<file path="config.mk">
export PLATFORM = sky130hd
export DESIGN_NAME = mlh_ctrl
export DESIGN_NICKNAME = d
export VERILOG_FILES = /design/src/mlh_pkg.sv /design/src/mlh_ctrl.sv
export SDC_FILE = /design/constraint.sdc
export NUM_CORES = 1
export LEC_CHECK = 0
export ABC_AREA = 1
export BUFFER_PORTS_ARGS = -buffer_cell sky130_fd_sc_hd__buf_2
export CELL_PAD_IN_SITES_DETAIL_PLACEMENT = 2
export CELL_PAD_IN_SITES_GLOBAL_PLACEMENT = 2
export CORE_UTILIZATION = 23
export DETAILED_ROUTE_END_ITERATION = 12
export PLACE_DENSITY_LB_ADDON = 0.1
export SLEW_MARGIN = 20
export SYNTH_ARGS = -nofsm -noshare
export SYNTH_HDL_FRONTEND = slang
export SYNTH_SLANG_ARGS = --single-unit
</file>
<file path="constraint.sdc">
create_clock -name clk -period 1.3 [get_ports clk]
set_input_delay 0.065 -clock clk [delete_from_list [all_inputs] [get_ports clk]]
set_output_delay 0.065 -clock clk [all_outputs]
set_load 0.1 [all_outputs]
</file>
<file path="src/mlh_pkg.sv">
// Shared types and constants for the monotone line hull block.
// No dependencies; imported by every module of the block.
`default_nettype none

package mlh_pkg;

	// Input op codes
	localparam logic OP_ADD   = 1'b0;
	localparam logic OP_QUERY = 1'b1;

	// Result status codes
	localparam logic [1:0] ST_OK    = 2'd0;
	localparam logic [1:0] ST_EMPTY = 2'd1;
	localparam logic [1:0] ST_ORDER = 2'd2;
	localparam logic [1:0] ST_FULL  = 2'd3;

	// Breakpoint used for an equal-slope tie and for the last line
	localparam logic signed [63:0] HULL_INF = 64'sd1000000000000000000;

	// Divider: one quotient bit per cycle over a 49-bit magnitude
	localparam int DIV_STEPS = 49;
	localparam int DIV_CW    = 6;

	// Datapath commands
	localparam logic [4:0] CMD_NONE     = 5'd0;
	localparam logic [4:0] CMD_LOAD     = 5'd1;
	localparam logic [4:0] CMD_RD_HEAD  = 5'd2;
	localparam logic [4:0] CMD_RD_TAIL  = 5'd3;
	localparam logic [4:0] CMD_RD_IDX   = 5'd4;
	localparam logic [4:0] CMD_RD_BACK  = 5'd5;
	localparam logic [4:0] CMD_CROSS_F  = 5'd6;
	localparam logic [4:0] CMD_CROSS_B  = 5'd7;
	localparam logic [4:0] CMD_INC_IDX  = 5'd8;
	localparam logic [4:0] CMD_DEC_IDX  = 5'd9;
	localparam logic [4:0] CMD_T_INF    = 5'd10;
	localparam logic [4:0] CMD_WR_FRONT = 5'd11;
	localparam logic [4:0] CMD_WR_BP    = 5'd12;
	localparam logic [4:0] CMD_WR_BACK  = 5'd13;
	localparam logic [4:0] CMD_POP      = 5'd14;
	localparam logic [4:0] CMD_RD_BPQ   = 5'd15;
	localparam logic [4:0] CMD_RD_VAL   = 5'd16;
	localparam logic [4:0] CMD_MUL      = 5'd17;
	localparam logic [4:0] CMD_OUT_VAL  = 5'd18;
	localparam logic [4:0] CMD_OUT_ST   = 5'd19;

	typedef struct packed {
		logic [4:0] code;
		logic [1:0] st;
	} mlh_cmd_t;

	typedef struct packed {
		logic is_query;
		logic count_zero;
		logic count_one;
		logic idx_eq_count;
		logic idx_zero;
		logic slope_ge_rd;
		logic slope_gt_rd;
		logic t_ge_bp;
		logic bp_ge_t;
		logic q_pop;
		logic front_full;
		logic back_full;
		logic cross_done;
		logic out_busy;
	} mlh_stat_t;

endpackage

`default_nettype wire

</file>
<file path="src/mlh_ctrl.sv">
// Controller state machine: sequences adds, pops and queries over the datapath.
// Depends on mlh_pkg.
`default_nettype none

module mlh_ctrl import mlh_pkg::*; (
	input  wire       clk,
	input  wire       arst_n,
	input  wire       in_valid,
	output logic      in_ready,
	input  mlh_stat_t stat,
	output mlh_cmd_t  cmd
);

	localparam logic [4:0] S_IDLE   = 5'd0;
	localparam logic [4:0] S_DISP   = 5'd1;
	localparam logic [4:0] S_A1     = 5'd2;
	localparam logic [4:0] S_A2     = 5'd3;
	localparam logic [4:0] S_F_RD   = 5'd4;
	localparam logic [4:0] S_F_CX   = 5'd5;
	localparam logic [4:0] S_F_W    = 5'd6;
	localparam logic [4:0] S_F_CMP  = 5'd7;
	localparam logic [4:0] S_F_FIN  = 5'd8;
	localparam logic [4:0] S_B_RD   = 5'd9;
	localparam logic [4:0] S_B_CX   = 5'd10;
	localparam logic [4:0] S_B_W    = 5'd11;
	localparam logic [4:0] S_B_CMP  = 5'd12;
	localparam logic [4:0] S_B_FIN  = 5'd13;
	localparam logic [4:0] S_B_FIN2 = 5'd14;
	localparam logic [4:0] S_Q_RD   = 5'd15;
	localparam logic [4:0] S_Q_CHK  = 5'd16;
	localparam logic [4:0] S_Q_MUL  = 5'd17;
	localparam logic [4:0] S_Q_OUT  = 5'd18;
	localparam logic [4:0] S_ST     = 5'd19;

	logic [4:0] state_q, state_d;
	logic [1:0] st_q, st_d;

	always_ff @(posedge clk or negedge arst_n) begin
		if (!arst_n) begin
			state_q <= S_IDLE;
			st_q    <= ST_OK;
		end else begin
			state_q <= state_d;
			st_q    <= st_d;
		end
	end

	// next state and command
	always_comb begin
		state_d  = state_q;
		st_d     = st_q;
		cmd.code = CMD_NONE;
		cmd.st   = st_q;
		in_ready = 1'b0;
		unique case (state_q)
			S_IDLE: begin
				in_ready = 1'b1;
				if (in_valid) begin
					cmd.code = CMD_LOAD;
					state_d  = S_DISP;
				end
			end
			S_DISP: begin
				if (stat.is_query) begin
					if (stat.count_zero) begin
						st_d    = ST_EMPTY;
						state_d = S_ST;
					end else begin
						state_d = S_Q_RD;
					end
				end else if (stat.count_zero) begin
					state_d = S_F_RD;
				end else begin
					cmd.code = CMD_RD_HEAD;
					state_d  = S_A1;
				end
			end
			S_A1: begin
				if (stat.slope_ge_rd) begin
					state_d = S_F_CX;
				end else begin
					cmd.code = CMD_RD_TAIL;
					state_d  = S_A2;
				end
			end
			S_A2: begin
				if (stat.slope_gt_rd) begin
					st_d    = ST_ORDER;
					state_d = S_ST;
				end else begin
					state_d = S_B_RD;
				end
			end
			// front insert: pop while the new line covers the front line
			S_F_RD: begin
				if (stat.idx_eq_count) begin
					cmd.code = CMD_T_INF;
					state_d  = S_F_FIN;
				end else begin
					cmd.code = CMD_RD_IDX;
					state_d  = S_F_CX;
				end
			end
			S_F_CX: begin
				cmd.code = CMD_CROSS_F;
				state_d  = S_F_W;
			end
			S_F_W: if (stat.cross_done) state_d = S_F_CMP;
			S_F_CMP: begin
				if (stat.t_ge_bp) begin
					cmd.code = CMD_INC_IDX;
					state_d  = S_F_RD;
				end else begin
					state_d = S_F_FIN;
				end
			end
			S_F_FIN: begin
				if (stat.front_full) begin
					st_d    = ST_FULL;
					state_d = S_ST;
				end else if (!stat.out_busy) begin
					cmd.code = CMD_WR_FRONT;
					state_d  = S_IDLE;
				end
			end
			// back insert: drop back lines whose range closes
			S_B_RD: begin
				cmd.code = CMD_RD_BACK;
				state_d  = S_B_CX;
			end
			S_B_CX: begin
				cmd.code = CMD_CROSS_B;
				state_d  = S_B_W;
			end
			S_B_W: if (stat.cross_done) state_d = S_B_CMP;
			S_B_CMP: begin
				if (!stat.idx_zero && stat.bp_ge_t) begin
					cmd.code = CMD_DEC_IDX;
					state_d  = S_B_RD;
				end else begin
					state_d = S_B_FIN;
				end
			end
			S_B_FIN: begin
				if (stat.back_full) begin
					st_d    = ST_FULL;
					state_d = S_ST;
				end else begin
					cmd.code = CMD_WR_BP;
					state_d  = S_B_FIN2;
				end
			end
			S_B_FIN2: begin
				if (!stat.out_busy) begin
					cmd.code = CMD_WR_BACK;
					state_d  = S_IDLE;
				end
			end
			// query: pop stale lines, then evaluate the survivor
			S_Q_RD: begin
				if (stat.count_one) begin
					cmd.code = CMD_RD_VAL;
					state_d  = S_Q_MUL;
				end else begin
					cmd.code = CMD_RD_BPQ;
					state_d  = S_Q_CHK;
				end
			end
			S_Q_CHK: begin
				if (stat.q_pop) begin
					cmd.code = CMD_POP;
					state_d  = S_Q_RD;
				end else begin
					cmd.code = CMD_RD_VAL;
					state_d  = S_Q_MUL;
				end
			end
			S_Q_MUL: begin
				cmd.code = CMD_MUL;
				state_d  = S_Q_OUT;
			end
			S_Q_OUT: begin
				if (!stat.out_busy) begin
					cmd.code = CMD_OUT_VAL;
					state_d  = S_IDLE;
				end
			end
			S_ST: begin
				if (!stat.out_busy) begin
					cmd.code = CMD_OUT_ST;
					state_d  = S_IDLE;
				end
			end
			default: state_d = S_IDLE;
		endcase
	end

endmodule

`default_nettype wire

</file>
* Yosys cells after proc, flatten, opt, wreduce, memory -nomap -nowiden
Cells that the tools add are included. Widths: inputs -> output; s select.
Word-level totals: register bits after elaboration 7, logic and storage cells 76, input bits 17, output and inout bits 8
Cells by class: mux-type cells 40, reductions and logical operators 7, eq/ne operators 27
Operators by type and width (count):
- $pmux 5 s18 | 1
- $pmux 5 s17 | 1
- $mux 5 | 14
- $eq 5x4->1 const B | 8
- $mux 4 | 9
- $eq 5x3->1 const B | 4
- $eq 5x5->1 const B | 4
- $mux 2 | 8
- $ne 2x2->1 const B | 8
- $eq 5x2->1 const B | 2
- $mux 3 | 3
- $pmux 2 s4 | 1
- $reduce_and 6->1 | 1
- $eq 5x1->1 const B | 1
- $logic_not 5->1 | 1
- $reduce_bool 4->1 | 1
- $mux 1 | 3
- $reduce_and 3->1 | 1
- $reduce_or 3->1 | 1
- $logic_and 1x1->1 | 1
- $logic_not 1->1 | 1

* Logic depth before layout (Yosys ltp)
word-level depth 4, depth in mapped cells 10, depth with buffers taken out 10

* Worst setup path before layout
Ideal clock, no wire load.
path type reg-to-output, start reg state_q[0], end out in_ready, data arrival time 2.101 ns, data required time 1.235 ns, cell stages (with the launch flop) 4, path slack -0.866 ns, buffers on the path 0, cells stage by stage dfrtp_1 > nor2_1 > inv_1 > nor2_1
Between the ends: cells in the longest elaborated chain, start to end 2
Ends and longest elaborated chain:
- start, declared | line mlh_ctrl.sv:35 | logic [4:0] state_q, state_d;
- start signal, assigned | line mlh_ctrl.sv:43 | state_q <= state_d;
- $logic_not 5->1 | line mlh_ctrl.sv:55 | unique case (state_q)
- $mux 1 | line mlh_ctrl.sv:55
- end, declared | line mlh_ctrl.sv:9 | output logic in_ready,
No other way between the ends.

==> results_dict.tcl <==
set metrics [dict create \
    power_frac_clock_pct 6.1 \
    synth_seq_cells 7 \
    die_h_um 67.0 \
    comb_power_share_pct 84.6 \
    yosysWarnings 0 \
    syn_area_um2 971 \
    core_um2 4030 \
    max_cap_viol_count 0 \
    path_delay_family "simple AND/OR/NAND/NOR gates" \
    fin_worst_skew_ns 0.00223 \
    rsz0062_at_grt "true" \
    grtUsageTotal_pct 27.6 \
    nets 276 \
    power.total_mw 5.49 \
    final_core_util_pct 47.2 \
    yosysTopAreaCellShare_pct 20.5 \
    end_kind "output pin" \
    place_area_um2 1630 \
    powerDensity_nw_per_um2 2880 \
    violations "negative setup slack" \
    max_freq_mhz 533 \
    grt-ovfl-total 0 \
    hpwl_um 4440 \
    syn2layout_area_growth_pct 96.0 \
    grt_start_max_net_pins 10 \
    p_seq_share_pct 9.3 \
    place_congestion 0.915 \
    synth_cells 182 \
    tightest_slew_ns 0.484 \
    syn_nets 203 \
    cts_sinks 7 \
    ant_nets 0 \
    whs_ns 0.173 \
    vdd_drop_max_uv 1500 \
    grt_pass1_vias 1672 \
    dp_slack_ns -0.344 \
    htreeDepth 1 \
    crit_arrival_ns 1.81 \
    slew_violations 0 \
    path_max_fanout 4 \
    start_kind "flop" \
    ys_types 17 \
    rows 23 \
    clockBufferDepth 2 \
    vias 1560 \
    switching_share_pct 58.1 \
    cts-root-buf "clkbuf_8" \
    setup_violations 13 \
    worstPathRequired_ns 1.24 \
    drc 0 \
    start_util_pct 24.1 \
    syn_avg_cell_area_um2 5.33 \
    p_leak_nw 0.976 \
    antenna_cells 0 \
    period_needed_ns 1.87 \
    p_int_mw 2.30 \
    synth_top_cell_by_area "nand2_1" \
    finalHoldViolCount 0 \
    port_buffers 24 \
    drtIter0Drc 57 \
    dieArea_um2 4480 \
    crit_top_cell "nand2_1" \
    io_pins 25 \
    grt_pass1_wl_um 8960 \
    cts_tree "yes" \
    design_area_um2 1900 \
    ys_top_cells_by_area "nand2_1, dfrtp_1, nor2_1" \
    period_share_pct 144 \
    crit_buf_inv 2 \
    relSlewSlack_pct 67.9 \
    dr.pass1.iters 4 \
    die_w_um 67.0 \
    hp-class "primary input to flop" \
    setup_ws_ns -0.575 \
    status "complete, but fails checks" \
    antenna_found_initial 0 \
    numCtsBuffers 3 \
    routedWlPerCell_um 20.3 \
    ys_seq_area_share_pct 18.0 \
    drt-total-wl_um 6170 \
    power_switching_mw 3.19 \
    vias_per_cell 5.13 \
    drive_gt1_share_pct 53.1 \
    crit_type "flop to output pin" \
    crit_chain "nor2_1, nand2_2, nor2_4, nand2_1, nand2_1, nor2_2, buf_4, nand2_4, buf_12" \
    cp_slowest_stage_delay_ns 0.46 \
    clk_pin_slew_ns 0.04 \
    crit_path_top_delay_cell "dfrtp_2" \
    fill_cells 482 \
    clk_latency_ns 0.24 \
]
==> cell families after synthesis <==
group	after synthesis	synth area share, %
adder cells (fa/ha/maj)	4	5.15
AND/OR/NAND/NOR	127	57.0
AO/OA/AOI/OAI	13	7.47
flip-flops	7	18.0
buffers and inverters	31	12.4
==> per-stage QoR <==
stage                     TNS (ns)  std cells
final                        -5.91        304
after detailed placement     -3.52        293
after floorplan              -2.36        182
after global routing         -6.90        304
after global placement       -2.88        293
after CTS                    -4.83        299
==> synth_stat cells <==
library cell and instances:
o211ai_1 3, ha_1 4, o21ai_0 6, nor2_4 2, buf_4 1, nand4_1 8, nand3b_1 1, nand3_1 19
a21oi_1 4, nor2_1 36, dfrtp_1 7, nor3_1 6, clkbuf_1 1, nor4_1 1, nand2_1 53, inv_1 29
nor3b_1 1
==> metal layers <==
metal  track usage (%)  vias to the layer above  wire [um]  share of wire, %
li1                  -                      727          -                 -
met1              34.5                      758       2550                41
met2              49.1                       53       3160                51
met3              1.71                       22        207               3.4
met4              9.84                        0        248               4.0
met5                 0                        -          0                 0
==> path summary, 6_finish.rpt <==
path / from / end / slack [ns] / cells after the start
worst max register to register: state_q[3]$_DFFE_PN0P_ / state_q[2]$_DFFE_PN0P_ / -0.49 / 9
max in group asynchronous: arst_n / state_q[0]$_DFFE_PN0P_ / 0.92 / 2
worst min-delay path: stat[1] / state_q[0]$_DFFE_PN0P_ / 0.17 / 4
worst min register to register: st_q[0]$_DFFE_PN0P_ / st_q[0]$_DFFE_PN0P_ / 0.48 / 2
min in group asynchronous: arst_n / state_q[1]$_DFFE_PN0P_ / 0.20 / 2
worst max-delay path: state_q[3]$_DFFE_PN0P_ / cmd[4] / -0.57 / 9
==> state kept, by name (all words and copies together) (netlist names) <==
signal and count:
st_q 2, state_q 5
==> layout make-up <==
cell class	instances	area, um2	share of cell area [%]
clock buffers	4	45.0	2.37
inverters	29	109	5.72
multi-input cells	144	901	47.3
flip-flops and latches	7	180	9.47
well taps	50	62.6	3.29
repair buffers	70	606	31.8
==> tightest hold or removal path: stages <==
cell     delay (ns)
buf_2          0.10
inv_1          0.05
nand3_1        0.09
nand2_1        0.07
==> power by group through the flow <==
stage	clock [mW]	sequential, mW	combinational (mW)
after floorplan	0	0.639	1.95
after global placement	0	0.476	3.81
after detailed placement	0	0.492	3.92
after CTS	0.316	0.494	4.13
after global routing	0.340	0.517	4.87
final	0.336	0.508	4.64
==> placed cells by master, fill, tap and decap left out, drive strengths merged <==
cell type and count:
a21oi 4, buf 69, clkbuf 4, dfrtp 7, dlygate4sd3 1, ha 4
inv 29, nand2 53, nand3 19, nand3b 1, nand4 8, nor2 38
nor3 6, nor3b 1, nor4 1, o211ai 3, o21ai 6
==> timing repair <==
item | in CTS | in global routing
endpoints found under the setup margin | 13 | 13
hold buffers | 1 | 0
pin swaps | 7 | 11
hold endpoints to repair | 7 | 0
resized for setup | 28 | 28
buffers inserted | 1 | 5
Note: power is estimated with default switching activity, not from simulation.
